`config.mk`:
```
export PLATFORM = sky130hd
export DESIGN_NAME = sha256_block_compressor
export DESIGN_NICKNAME = d
export VERILOG_FILES = /design/src/sv/shc_pkg.sv /design/src/sv/sha256_block_compressor.sv /design/src/sv/shc_front.sv /design/src/sv/shc_word_queue.sv /design/src/sv/shc_back.sv
export VERILOG_INCLUDE_DIRS = /design/src /design/src/sv
export SDC_FILE = /design/constraint.sdc
export NUM_CORES = 2
export LEC_CHECK = 0
export BUFFER_PORTS_ARGS = -buffer_cell sky130_fd_sc_hd__buf_2
export CAP_MARGIN = 10
export CORE_UTILIZATION = 46
export DETAILED_ROUTE_END_ITERATION = 8
export PLACE_DENSITY_LB_ADDON = 0.25
export SYNTH_ARGS = -nofsm -noshare
export SYNTH_HDL_FRONTEND = slang
export SYNTH_HIERARCHICAL = 1
export SYNTH_SLANG_ARGS = --single-unit
```
`constraint.sdc`:
```
create_clock -name clock -period 108.1 [get_ports clock]
set_clock_uncertainty 0.2 [all_clocks]
set_input_delay 32.43 -clock clock [delete_from_list [all_inputs] [get_ports clock]]
set_output_delay 32.43 -clock clock [all_outputs]
set_load 0.05 [all_outputs]
```
`src/sv/assert_macros.svh`:
```
// assertion macros shared by the sha-256 compressor modules
// no dependencies; define ASSERT_OFF to compile the checks out
`ifndef ASSERT_MACROS_SVH
`define ASSERT_MACROS_SVH

`ifndef ASSERT_OFF

`define ASSERT_PROP(label, clk, rst, prop) \
   label: assert property (@(posedge clk) disable iff (rst) prop) \
      else $error("assertion failed: property does not hold");

`define ASSERT_NEVER(label, clk, rst, expr) \
   label: assert property (@(posedge clk) disable iff (rst) !(expr)) \
      else $error("assertion failed: forbidden condition seen");

`else

`define ASSERT_PROP(label, clk, rst, prop)

`define ASSERT_NEVER(label, clk, rst, expr)

`endif

`endif

```
`src/sv/shc_pkg.sv`:
```
// shared types, constants and round functions of the sha-256 compressor
// no dependencies; imported by every module of the block
`default_nettype none

package shc_pkg;

   localparam int WORD_W = 32;
   localparam logic [3:0] LAST_POS = 4'd15;

   typedef logic [WORD_W-1:0] word_type;

   // element 0 is working variable a / hash word h0
   typedef logic [7:0][WORD_W-1:0] hash_array_type;

   // one classified message word on its way to the round engine
   typedef struct packed {
      word_type word;
      logic     start;
      logic     digest;
   } queue_entry_type;

   localparam hash_array_type HASH_INIT = {
      32'h5be0cd19, 32'h1f83d9ab, 32'h9b05688c, 32'h510e527f,
      32'ha54ff53a, 32'h3c6ef372, 32'hbb67ae85, 32'h6a09e667
   };

   localparam word_type ROUND_K [64] = '{
      32'h428a2f98, 32'h71374491, 32'hb5c0fbcf, 32'he9b5dba5,
      32'h3956c25b, 32'h59f111f1, 32'h923f82a4, 32'hab1c5ed5,
      32'hd807aa98, 32'h12835b01, 32'h243185be, 32'h550c7dc3,
      32'h72be5d74, 32'h80deb1fe, 32'h9bdc06a7, 32'hc19bf174,
      32'he49b69c1, 32'hefbe4786, 32'h0fc19dc6, 32'h240ca1cc,
      32'h2de92c6f, 32'h4a7484aa, 32'h5cb0a9dc, 32'h76f988da,
      32'h983e5152, 32'ha831c66d, 32'hb00327c8, 32'hbf597fc7,
      32'hc6e00bf3, 32'hd5a79147, 32'h06ca6351, 32'h14292967,
      32'h27b70a85, 32'h2e1b2138, 32'h4d2c6dfc, 32'h53380d13,
      32'h650a7354, 32'h766a0abb, 32'h81c2c92e, 32'h92722c85,
      32'ha2bfe8a1, 32'ha81a664b, 32'hc24b8b70, 32'hc76c51a3,
      32'hd192e819, 32'hd6990624, 32'hf40e3585, 32'h106aa070,
      32'h19a4c116, 32'h1e376c08, 32'h2748774c, 32'h34b0bcb5,
      32'h391c0cb3, 32'h4ed8aa4a, 32'h5b9cca4f, 32'h682e6ff3,
      32'h748f82ee, 32'h78a5636f, 32'h84c87814, 32'h8cc70208,
      32'h90befffa, 32'ha4506ceb, 32'hbef9a3f7, 32'hc67178f2
   };

   function automatic word_type big_sigma0(word_type x);
      return {x[1:0], x[31:2]} ^ {x[12:0], x[31:13]} ^ {x[21:0], x[31:22]};
   endfunction

   function automatic word_type big_sigma1(word_type x);
      return {x[5:0], x[31:6]} ^ {x[10:0], x[31:11]} ^ {x[24:0], x[31:25]};
   endfunction

   function automatic word_type small_sigma0(word_type x);
      return {x[6:0], x[31:7]} ^ {x[17:0], x[31:18]} ^ (x >> 3);
   endfunction

   function automatic word_type small_sigma1(word_type x);
      return {x[16:0], x[31:17]} ^ {x[18:0], x[31:19]} ^ (x >> 10);
   endfunction

   // one compression round
   function automatic hash_array_type sha_round(hash_array_type v, word_type k,
                                                word_type w);
      word_type       t1;
      word_type       t2;
      hash_array_type r;
      t1 = v[7] + big_sigma1(v[4]) + ((v[4] & v[5]) ^ (~v[4] & v[6])) + k + w;
      t2 = big_sigma0(v[0]) + ((v[0] & v[1]) ^ (v[0] & v[2]) ^ (v[1] & v[2]));
      r[7] = v[6];
      r[6] = v[5];
      r[5] = v[4];
      r[4] = v[3] + t1;
      r[3] = v[2];
      r[2] = v[1];
      r[1] = v[0];
      r[0] = t1 + t2;
      return r;
   endfunction

endpackage

`default_nettype wire

```
`src/sv/sha256_block_compressor.sv`:
```
// SHA-256 block compressor. Message words enter one per handshake and are
// queued; the round engine runs one compression round per clock unless it
// waits on an empty queue, taking each of the first sixteen schedule words
// straight from the queue; a fold state then adds the working variables
// into the hash, and a block that ends a message is followed by its eight
// digest words, held while the result side stalls. The word queue lets the
// input side keep taking words while rounds run or digest words wait.
// Depends on shc_pkg, shc_front, shc_word_queue, shc_back.
`default_nettype none

module sha256_block_compressor #(
   parameter int QUEUE_DEPTH = 4
) (
   input  wire         clock,
   input  wire         reset,
   input  wire         req_valid,
   output logic        req_stall,
   input  wire  [31:0] req_message_word,
   input  wire         req_start_message,
   input  wire         req_end_message,
   output logic        rsp_valid,
   input  wire         rsp_stall,
   output logic [31:0] rsp_digest_word,
   output logic        rsp_last_word
);
   import shc_pkg::*;

   logic            push;
   queue_entry_type push_entry;
   logic            queue_full;
   logic            pop;
   logic            head_valid;
   queue_entry_type head_entry;

   shc_front u_front (
      .clock            (clock),
      .reset            (reset),
      .req_valid        (req_valid),
      .req_stall        (req_stall),
      .req_message_word (req_message_word),
      .req_start_message(req_start_message),
      .req_end_message  (req_end_message),
      .queue_full       (queue_full),
      .push             (push),
      .push_entry       (push_entry)
   );

   shc_word_queue #(
      .DEPTH(QUEUE_DEPTH)
   ) u_queue (
      .clock      (clock),
      .reset      (reset),
      .push       (push),
      .push_entry (push_entry),
      .full       (queue_full),
      .pop        (pop),
      .head_valid (head_valid),
      .head_entry (head_entry)
   );

   shc_back u_back (
      .clock           (clock),
      .reset           (reset),
      .head_valid      (head_valid),
      .head_entry      (head_entry),
      .pop             (pop),
      .rsp_valid       (rsp_valid),
      .rsp_stall       (rsp_stall),
      .rsp_digest_word (rsp_digest_word),
      .rsp_last_word   (rsp_last_word)
   );

endmodule

`default_nettype wire

```
`src/sv/shc_front.sv`:
```
// input side: tracks the word position in the block and tags each word
// depends on shc_pkg
`default_nettype none

module shc_front (
   input  wire                     clock,
   input  wire                     reset,
   input  wire                     req_valid,
   output logic                    req_stall,
   input  wire  [31:0]             req_message_word,
   input  wire                     req_start_message,
   input  wire                     req_end_message,
   input  wire                     queue_full,
   output logic                    push,
   output shc_pkg::queue_entry_type push_entry
);
   import shc_pkg::*;

   logic [3:0] count_ff;
   logic [3:0] count_in;
   logic [3:0] pos;

   always_comb begin
      // a start word always opens a fresh block
      pos = req_start_message ? 4'd0 : count_ff;
      req_stall = queue_full;
      push = req_valid && !queue_full;
      push_entry.word = req_message_word;
      push_entry.start = req_start_message;
      push_entry.digest = req_end_message && (pos == LAST_POS);
      count_in = push ? pos + 4'd1 : count_ff;
   end

   always_ff @(posedge clock) begin
      if (reset) begin
         count_ff <= '0;
      end else begin
         count_ff <= count_in;
      end
   end

endmodule

`default_nettype wire

```
`src/sv/shc_word_queue.sv`:
```
// short word queue between the input side and the round engine
// depends on shc_pkg and assert_macros.svh
`default_nettype none
`include "assert_macros.svh"

module shc_word_queue #(
   parameter int DEPTH = 4
) (
   input  wire                      clock,
   input  wire                      reset,
   input  wire                      push,
   input  shc_pkg::queue_entry_type push_entry,
   output logic                     full,
   input  wire                      pop,
   output logic                     head_valid,
   output shc_pkg::queue_entry_type head_entry
);
   import shc_pkg::*;

   localparam int PTR_W = (DEPTH > 1) ? $clog2(DEPTH) : 1;
   localparam int CNT_W = $clog2(DEPTH + 1);

   queue_entry_type mem_ff [DEPTH];
   logic [PTR_W-1:0] wr_ptr_ff;
   logic [PTR_W-1:0] rd_ptr_ff;
   logic [CNT_W-1:0] count_ff;
   logic [PTR_W-1:0] wr_ptr_in;
   logic [PTR_W-1:0] rd_ptr_in;
   logic [CNT_W-1:0] count_in;

   always_comb begin
      full = (count_ff == CNT_W'(DEPTH));
      head_valid = (count_ff != '0);
      head_entry = mem_ff[rd_ptr_ff];
      wr_ptr_in = wr_ptr_ff;
      rd_ptr_in = rd_ptr_ff;
      count_in = count_ff;
      if (push) begin
         wr_ptr_in = (wr_ptr_ff == PTR_W'(DEPTH - 1)) ? '0 : wr_ptr_ff + PTR_W'(1);
      end
      if (pop) begin
         rd_ptr_in = (rd_ptr_ff == PTR_W'(DEPTH - 1)) ? '0 : rd_ptr_ff + PTR_W'(1);
      end
      if (push && !pop) begin
         count_in = count_ff + CNT_W'(1);
      end else if (pop && !push) begin
         count_in = count_ff - CNT_W'(1);
      end
   end

   always_ff @(posedge clock) begin
      if (push) begin
         mem_ff[wr_ptr_ff] <= push_entry;
      end
   end

   always_ff @(posedge clock) begin
      if (reset) begin
         wr_ptr_ff <= '0;
         rd_ptr_ff <= '0;
         count_ff <= '0;
      end else begin
         wr_ptr_ff <= wr_ptr_in;
         rd_ptr_ff <= rd_ptr_in;
         count_ff <= count_in;
      end
   end

   `ASSERT_NEVER(a_queue_overfill, clock, reset, count_ff > CNT_W'(DEPTH))
   `ASSERT_PROP(a_pop_not_empty, clock, reset, pop |-> count_ff != '0)
   `ASSERT_PROP(a_push_not_full, clock, reset, push |-> !full)

endmodule

`default_nettype wire

```
`src/sv/shc_back.sv`:
```
// round engine: schedule window, one round per cycle unless the queue is
// empty, hash fold, digest output; depends on shc_pkg, assert_macros.svh
`default_nettype none
`include "assert_macros.svh"

module shc_back (
   input  wire                      clock,
   input  wire                      reset,
   input  wire                      head_valid,
   input  shc_pkg::queue_entry_type head_entry,
   output logic                     pop,
   output logic                     rsp_valid,
   input  wire                      rsp_stall,
   output logic [31:0]              rsp_digest_word,
   output logic                     rsp_last_word
);
   import shc_pkg::*;

   typedef enum logic [1:0] {
      ST_RUN,
      ST_FOLD,
      ST_OUT
   } state_type;

   localparam logic [5:0] LAST_ROUND = 6'd63;
   localparam logic [3:0] LAST_SCHED = 4'd15;
   localparam logic [2:0] LAST_DIGEST = 3'd7;

   state_type               state_ff;
   logic [5:0]              round_ff;
   logic [2:0]              idx_ff;
   logic                    digest_ff;
   hash_array_type          hash_ff;
   hash_array_type          vars_ff;
   logic [15:0][WORD_W-1:0] sched_ff;

   logic                    from_queue;
   logic                    restart;
   logic                    advance;
   word_type                sched_next;
   word_type                w_now;
   hash_array_type          cur_vars;
   hash_array_type          round_out;
   hash_array_type          fold_sum;

   always_comb begin
      from_queue = (round_ff[5:4] == 2'd0);
      pop = head_valid && (state_ff == ST_RUN) && from_queue;
      restart = pop && head_entry.start;
      advance = (state_ff == ST_RUN) && (!from_queue || pop);
      // sched_ff[0] holds w[t-16], sched_ff[15] holds w[t-1]
      sched_next = sched_ff[0] + small_sigma0(sched_ff[1]) + sched_ff[9]
                 + small_sigma1(sched_ff[14]);
      w_now = from_queue ? head_entry.word : sched_next;
      cur_vars = restart ? HASH_INIT : vars_ff;
      // a start word is always round zero of its block
      round_out = sha_round(cur_vars, ROUND_K[restart ? 6'd0 : round_ff], w_now);
      for (int i = 0; i < 8; i++) begin
         fold_sum[i] = hash_ff[i] + vars_ff[i];
      end
      rsp_valid = (state_ff == ST_OUT);
      rsp_digest_word = hash_ff[idx_ff];
      rsp_last_word = (idx_ff == LAST_DIGEST);
   end

   always_ff @(posedge clock) begin
      if (reset) begin
         state_ff <= ST_RUN;
         round_ff <= '0;
         idx_ff <= '0;
         digest_ff <= 1'b0;
         hash_ff <= HASH_INIT;
         vars_ff <= HASH_INIT;
      end else begin
         unique case (state_ff)
            ST_RUN: begin
               if (advance) begin
                  vars_ff <= round_out;
                  sched_ff <= {w_now, sched_ff[15:1]};
                  if (restart) begin
                     // a start word drops any partial block and reloads
                     hash_ff <= HASH_INIT;
                     round_ff <= 6'd1;
                  end else begin
                     round_ff <= round_ff + 6'd1;
                  end
                  if (pop && round_ff[3:0] == LAST_SCHED) begin
                     digest_ff <= head_entry.digest;
                  end
                  if (round_ff == LAST_ROUND) begin
                     state_ff <= ST_FOLD;
                  end
               end
            end
            ST_FOLD: begin
               hash_ff <= fold_sum;
               vars_ff <= fold_sum;
               idx_ff <= '0;
               state_ff <= digest_ff ? ST_OUT : ST_RUN;
            end
            ST_OUT: begin
               if (!rsp_stall) begin
                  idx_ff <= idx_ff + 3'd1;
                  if (idx_ff == LAST_DIGEST) begin
                     state_ff <= ST_RUN;
                  end
               end
            end
            default: begin
               state_ff <= ST_RUN;
            end
         endcase
      end
   end

   `ASSERT_PROP(a_last_round_folds, clock, reset,
      (state_ff == ST_RUN && round_ff == LAST_ROUND) |=> state_ff == ST_FOLD)
   `ASSERT_PROP(a_digest_follows_fold, clock, reset,
      (state_ff == ST_FOLD && digest_ff) |=> rsp_valid)
   `ASSERT_PROP(a_last_word_ends_out, clock, reset,
      (rsp_valid && !rsp_stall && rsp_last_word) |=> (!rsp_valid && round_ff == 6'd0))

endmodule

`default_nettype wire
```
# --- Word-level counts from Yosys, hierarchy flattened ---
# Memories as Yosys holds them, arrays and structs flattened. A register that Yosys moved wholly into a read port is not among the register bits.
# Index checks and enable logic that the tools add are counted.
classes:
  add_sub_neg: 25
  n_mul: 0
  div: 0
  order_cmp: 2
  n_eq_ne: 14
  shift: 0
  n_mux: 30
  bitwise: 19
  reduce_logical: 27
op_table:
  columns: ["operator", "n"]
  rows:
  - ["$mux 256", 4]
  - ["$pmux 256 s2", 2]
  - ["$add 32x32->32", 18]
  - ["$xor 32x32->32", 9]
  - ["$and 32x32->32", 5]
  - ["$mux 32", 4]
  - ["$bmux 32 s3", 1]
  - ["$not 32->32", 1]
  - ["$xor 32x22->32", 1]
  - ["$xor 32x29->32", 1]
  - ["$mux 2", 9]
  - ["$mux 6", 2]
  - ["$logic_and 1x1->1", 9]
  - ["$mux 3", 3]
  - ["$reduce_and 3->1", 3]
  - ["$eq 4x4->1 const B", 2]
  - ["$ge 7x7->1 const B", 1]
  - ["$not 6->7", 1]
  - ["$add 3x1->3 const B", 2]
  - ["$add 6x1->6 const B", 1]
  - ["$eq 2x2->1 const B", 3]
  - ["$eq 3x3->1 const B", 2]
  - ["$eq 6x6->1 const B", 1]
  - ["$ne 2x1->1 const B", 3]
  - ["18 further kinds", 29]
word_totals:
  reg_bits: 1047
  latch_bits: 0
  ram_bits: 136
  rom_bits: 2048
  inputBits: 38
  elab_cells: 159
  mem_count: 2
mem_list:
  columns: ["memory", "words", "word_bits", "read_ports", "rd_clocked_by_memory_dff", "wr", "line", "text"]
  rows:
  - ["(name not given)", 64, 32, 1, 0, 0, "shc_back.sv:57", "round_out = sha_round(cur_vars, ROUND_K[restart ? 6'd0 : round_ff], w_now);"]
  - ["u_queue.mem_ff", 4, 34, 1, 1, 1, "shc_word_queue.sv:23", "queue_entry_type mem_ff [DEPTH];"]

# --- Depth between registers and ports, before layout ---
depth:
  depth_word: 14
  ltp_mapped: 48
  depth_no_buf: 47

# --- Hierarchy ---
# Netlist, hierarchy kept.
modules_own_cells:
  columns: ["mod", "n_inst", "cells_each", "area_per_inst_um2"]
  rows:
  - ["shc_back", 1, 7042, 65937.0]
  - ["shc_word_queue", 1, 222, 5396.4]
  - ["shc_front", 1, 61, 476.7]

# --- Least setup slack after synthesis ---
# OpenSTA, ideal clock, no wires.
synth_timing:
  kind: "in2reg"
  from: "input port reset"
  to: "register u_back/vars_ff[222] (netlist bit)"
  arrival_time_ns: 55.938
  required_time_ns: 107.747
  setup_slack_ns: 51.809
  cell_stages: 4
  path_buffers: 1
  cell_sequence: "clkbuf_1 -> nor2_1 -> a32oi_1 -> o21ai_1"
synth_rtl:
  columns: ["item", "line", "text"]
  rows:
  - ["start, declared", "sha256_block_compressor.sv:15", "input wire reset,"]
  - ["end signal, assigned", "shc_back.sv:78", "vars_ff <= round_out;"]
  - ["end signal, assigned", "shc_back.sv:97", "vars_ff <= fold_sum;"]
  - ["end, declared", "shc_back.sv:34", "hash_array_type vars_ff;"]

# --- Worst setup path in the final report ---
layout_timing:
  from: "register u_back.idx_ff[0]"
  to: "output port rsp_digest_word[15]"
layout_between:
  elab_chain_cells: 2
layout_rtl:
  columns: ["item", "line", "text"]
  rows:
  - ["start, declared", "shc_back.sv:31", "logic [2:0] idx_ff;"]
  - ["start signal, assigned", "shc_back.sv:103", "idx_ff <= idx_ff + 3'd1;"]
  - ["$bmux 32 s3", "shc_back.sv:62", "rsp_digest_word = hash_ff[idx_ff];"]
  - ["$mux 32 (not written as such)", "shc_back.sv:62", null]
  - ["end, declared", "sha256_block_compressor.sv:23", "output logic [31:0] rsp_digest_word,"]
# Every way passes these cells. The select of a mux whose other input is x is not followed.

==> results.yml <==
logic_synthesis:
  synthArstFlopShare_pct: 0
  syn_area_sq_mm: 0.0718
  synth_top_area_share_pct: 27.1
  synthCells: 7325
  synth.area.top_cells: "edfxtp_1 27%, dfxtp_1 15%, ha_1 6.9%, fa_1 5.4%, xnor2_1 5.2%"
  ys.flop_type: "edfxtp_1"
  seq_area_frac_synth_pct: 42.1
  synth_nets: 7953
  synth.distinct_cells: 102
  synth_edf_count: 648
  synth_area_per_cell_sq_um: 9.80
  ys_warn_count: 6
  synth_seq_cells: 1185
  yosysTopAreaCell: "edfxtp_1"
global_route:
  grt_use_total_pct: 29.3
  grt_max_degree: 206
  antenna_found_initial: 4
  grt_pass1_wl_mm: 348
  grt_remaining_overflow: 0
  grt_pass1_vias: 53951
cells_and_area:
  final_cell_mix: "739 x a21oi_1, 648 x edfxtp_1, 615 x o21ai_0"
  final_core_util_pct: 50.5
  diodes: 0
  design_area_sq_mm: 0.0781
  layout.nets: 7798
  drive_gt1_share_pct: 7.88
  syn_to_final_growth_pct: 8.70
  mostFrequentLayoutCell: "a21oi_1"
  n_fill_cell: 13986
drt:
  wl_met3_mm: 17.5
  vias: 56923
  drtIter0Drc: 6051
  met2_length_mm: 109
  routed_wl_mm: 235
  drtAntennaViolNets: 0
  wl_met1_mm: 96.1
  drc: 0
  top_layer: "met5"
  wl_per_cell_um: 25.2
  avgViaCountPerCell: 6.11
  firstDrtPassIters: 7
setup_path:
  cp_slowest_stage_delay_ns: 0.75
  crit_path_max_fanout: 38
  path_buf_inv: 2
  crit_chain: "buf_4 > mux4_2 > mux2_2 > buf_2"
  path_class: "reg -> out"
  slowest_stage: "dfxtp_4"
  worstSetupStartpointType: "flop"
  critPathTopFamily: "multiplexers"
  critPathRequiredTime_ns: 75.47
  critPathArrivalTime_ns: 3.56
  cp-end-kind: "primary output"
clock_tree:
  clock-sinks: 1185
  ctsLongestPathBuffers: 3
  worstSkewPairLatency_ns: 0.79
  cts_buffers: 134
  cts_tree: "done"
  root_buffer: "clkbuf_16"
  holdBufCountCts: 0
  cts_resized: 0
  clk_pin_slew_worst_paths_ns: 0.07
  h-tree-depth: 4
  cts_setup_buffers: 0
die:
  dieArea_sq_mm: 0.158
  core_area_sq_mm: 0.155
  start_util_pct: 46.5
  die_w_um: 397
  io_pins: 73
  die_y_um: 397
  row_count: 144
job:
  maxCapViolCount: 0
timing:
  setup_violations: 0
  rsz0062_at_grt: "no"
  finalHoldViolCount: 0
  min_period_over_period_pct: 33.5
  worst_pin_slew_ns: 1.30
  setup_tns_ns: 0
  fin_hold_ws_ns: 0.180
  fin_crit_ns: 36.19
  clock.fmax_mhz: 27.6
  slew_headroom_pct: 12.7
  final_max_slew_viol_count: 0
placement:
  hpwl_mm: 169
  port-buffer-count: 72
  postPlaceCellArea_sq_mm: 0.0737
  gp_congestion: 0.944
status:
  outcome: "finished clean"
worst_hold_path:
  hp-class: "reg -> reg"
==> layer usage <==
| metal | track usage, % | vias to the layer above |
|---|---|---|
| met2 | 47.1 | 2591 |
| met1 | 38.9 | 27826 |
| met5 | 0 | - |
| met4 | 14.1 | 4 |
| li1 | - | 25981 |
| met3 | 3.90 | 521 |
==> final timing paths <==
kind	start	to	slack, ns	depth (start not counted)
setup / recovery	u_back/idx_ff[0]	rsp_digest_word[15]	71.91	4
hold / removal	u_back/sched_ff[371]	u_back/sched_ff[339]	0.18	0
setup reg to reg	flop	u_back/vars_ff[30]	94.78	44
hold reg to reg	u_back/sched_ff[371]	u_back/sched_ff[339]	0.18	0
==> synth_stat cells (56+ instances only) <==
cell,number
nand3_1,92
a21oi_1,741
a21o_1,133
nor2_1,593
o21a_1,78
dfxtp_1,537
ha_1,398
nor3_1,113
fa_1,192
o31ai_1,62
nand2_1,607
a211oi_1,85
o21ai_0,616
xnor2_1,428
mux4_2,95
nand2b_1,83
nor2b_1,56
xor2_1,128
a31oi_1,87
edfxtp_1,648
buf_1,79
inv_1,358
clkbuf_1,328
==> worst register-to-register path: cells and delay by family (launching register included) <==
family                   cells  cell delay, ns
AO/OA/AOI/OAI               15            3.48
XOR/XNOR                     1            0.53
adder cells (fa/ha/maj)      7            2.98
buffers and inverters        7            1.34
flip-flops                   1            0.31
multiplexers                 2            0.66
AND/OR/NAND/NOR             12            3.70
==> state kept, by name, indices dropped and copies added (netlist names), named ones only <==
signal,cells
u_queue/wr_ptr_ff,2
u_front/count_ff,4
u_back/sched_ff,512
u_queue/rd_ptr_ff,2
u_back/round_ff,6
u_queue/mem_ff,136
u_back/state_ff,2
u_back/hash_ff,256
u_back/digest_ff,1
u_back/vars_ff,256
u_back/idx_ff,3
u_queue/count_ff,3
==> cell families after synthesis <==
group	Yosys count	share of synthesized area (%)
compound gates	2162	18.1
simple gates	1810	11.4
flops	1185	42.1
buf+inv	812	4.52
fa+ha+maj	616	12.6
xor+xnor	557	6.81
mux	183	4.38
==> metrics by stage <==
step                      cells  setup slack [ns]
after floorplan            7325             51.81
after global routing       9314             71.69
after detailed placement   9078             72.18
final                      9314             71.91
after CTS                  9314             71.81
after global placement     9077             72.24
==> area by class of cell <==
type	instances	area, sq um	share of cell area, %
Multi-Input combinational cell	5328	38500	49.3
Sequential cell	1185	30200	38.7
Clock buffer	175	3670	4.70
Tap cell	2044	2560	3.28
Inverter	361	1360	1.74
Timing Repair Buffer	160	1080	1.38
Clock inverter	61	722	0.925
Power is left out: the tool's default activity adds up to more than one toggle a clock period on the data nets, which glitch-free logic cannot reach.
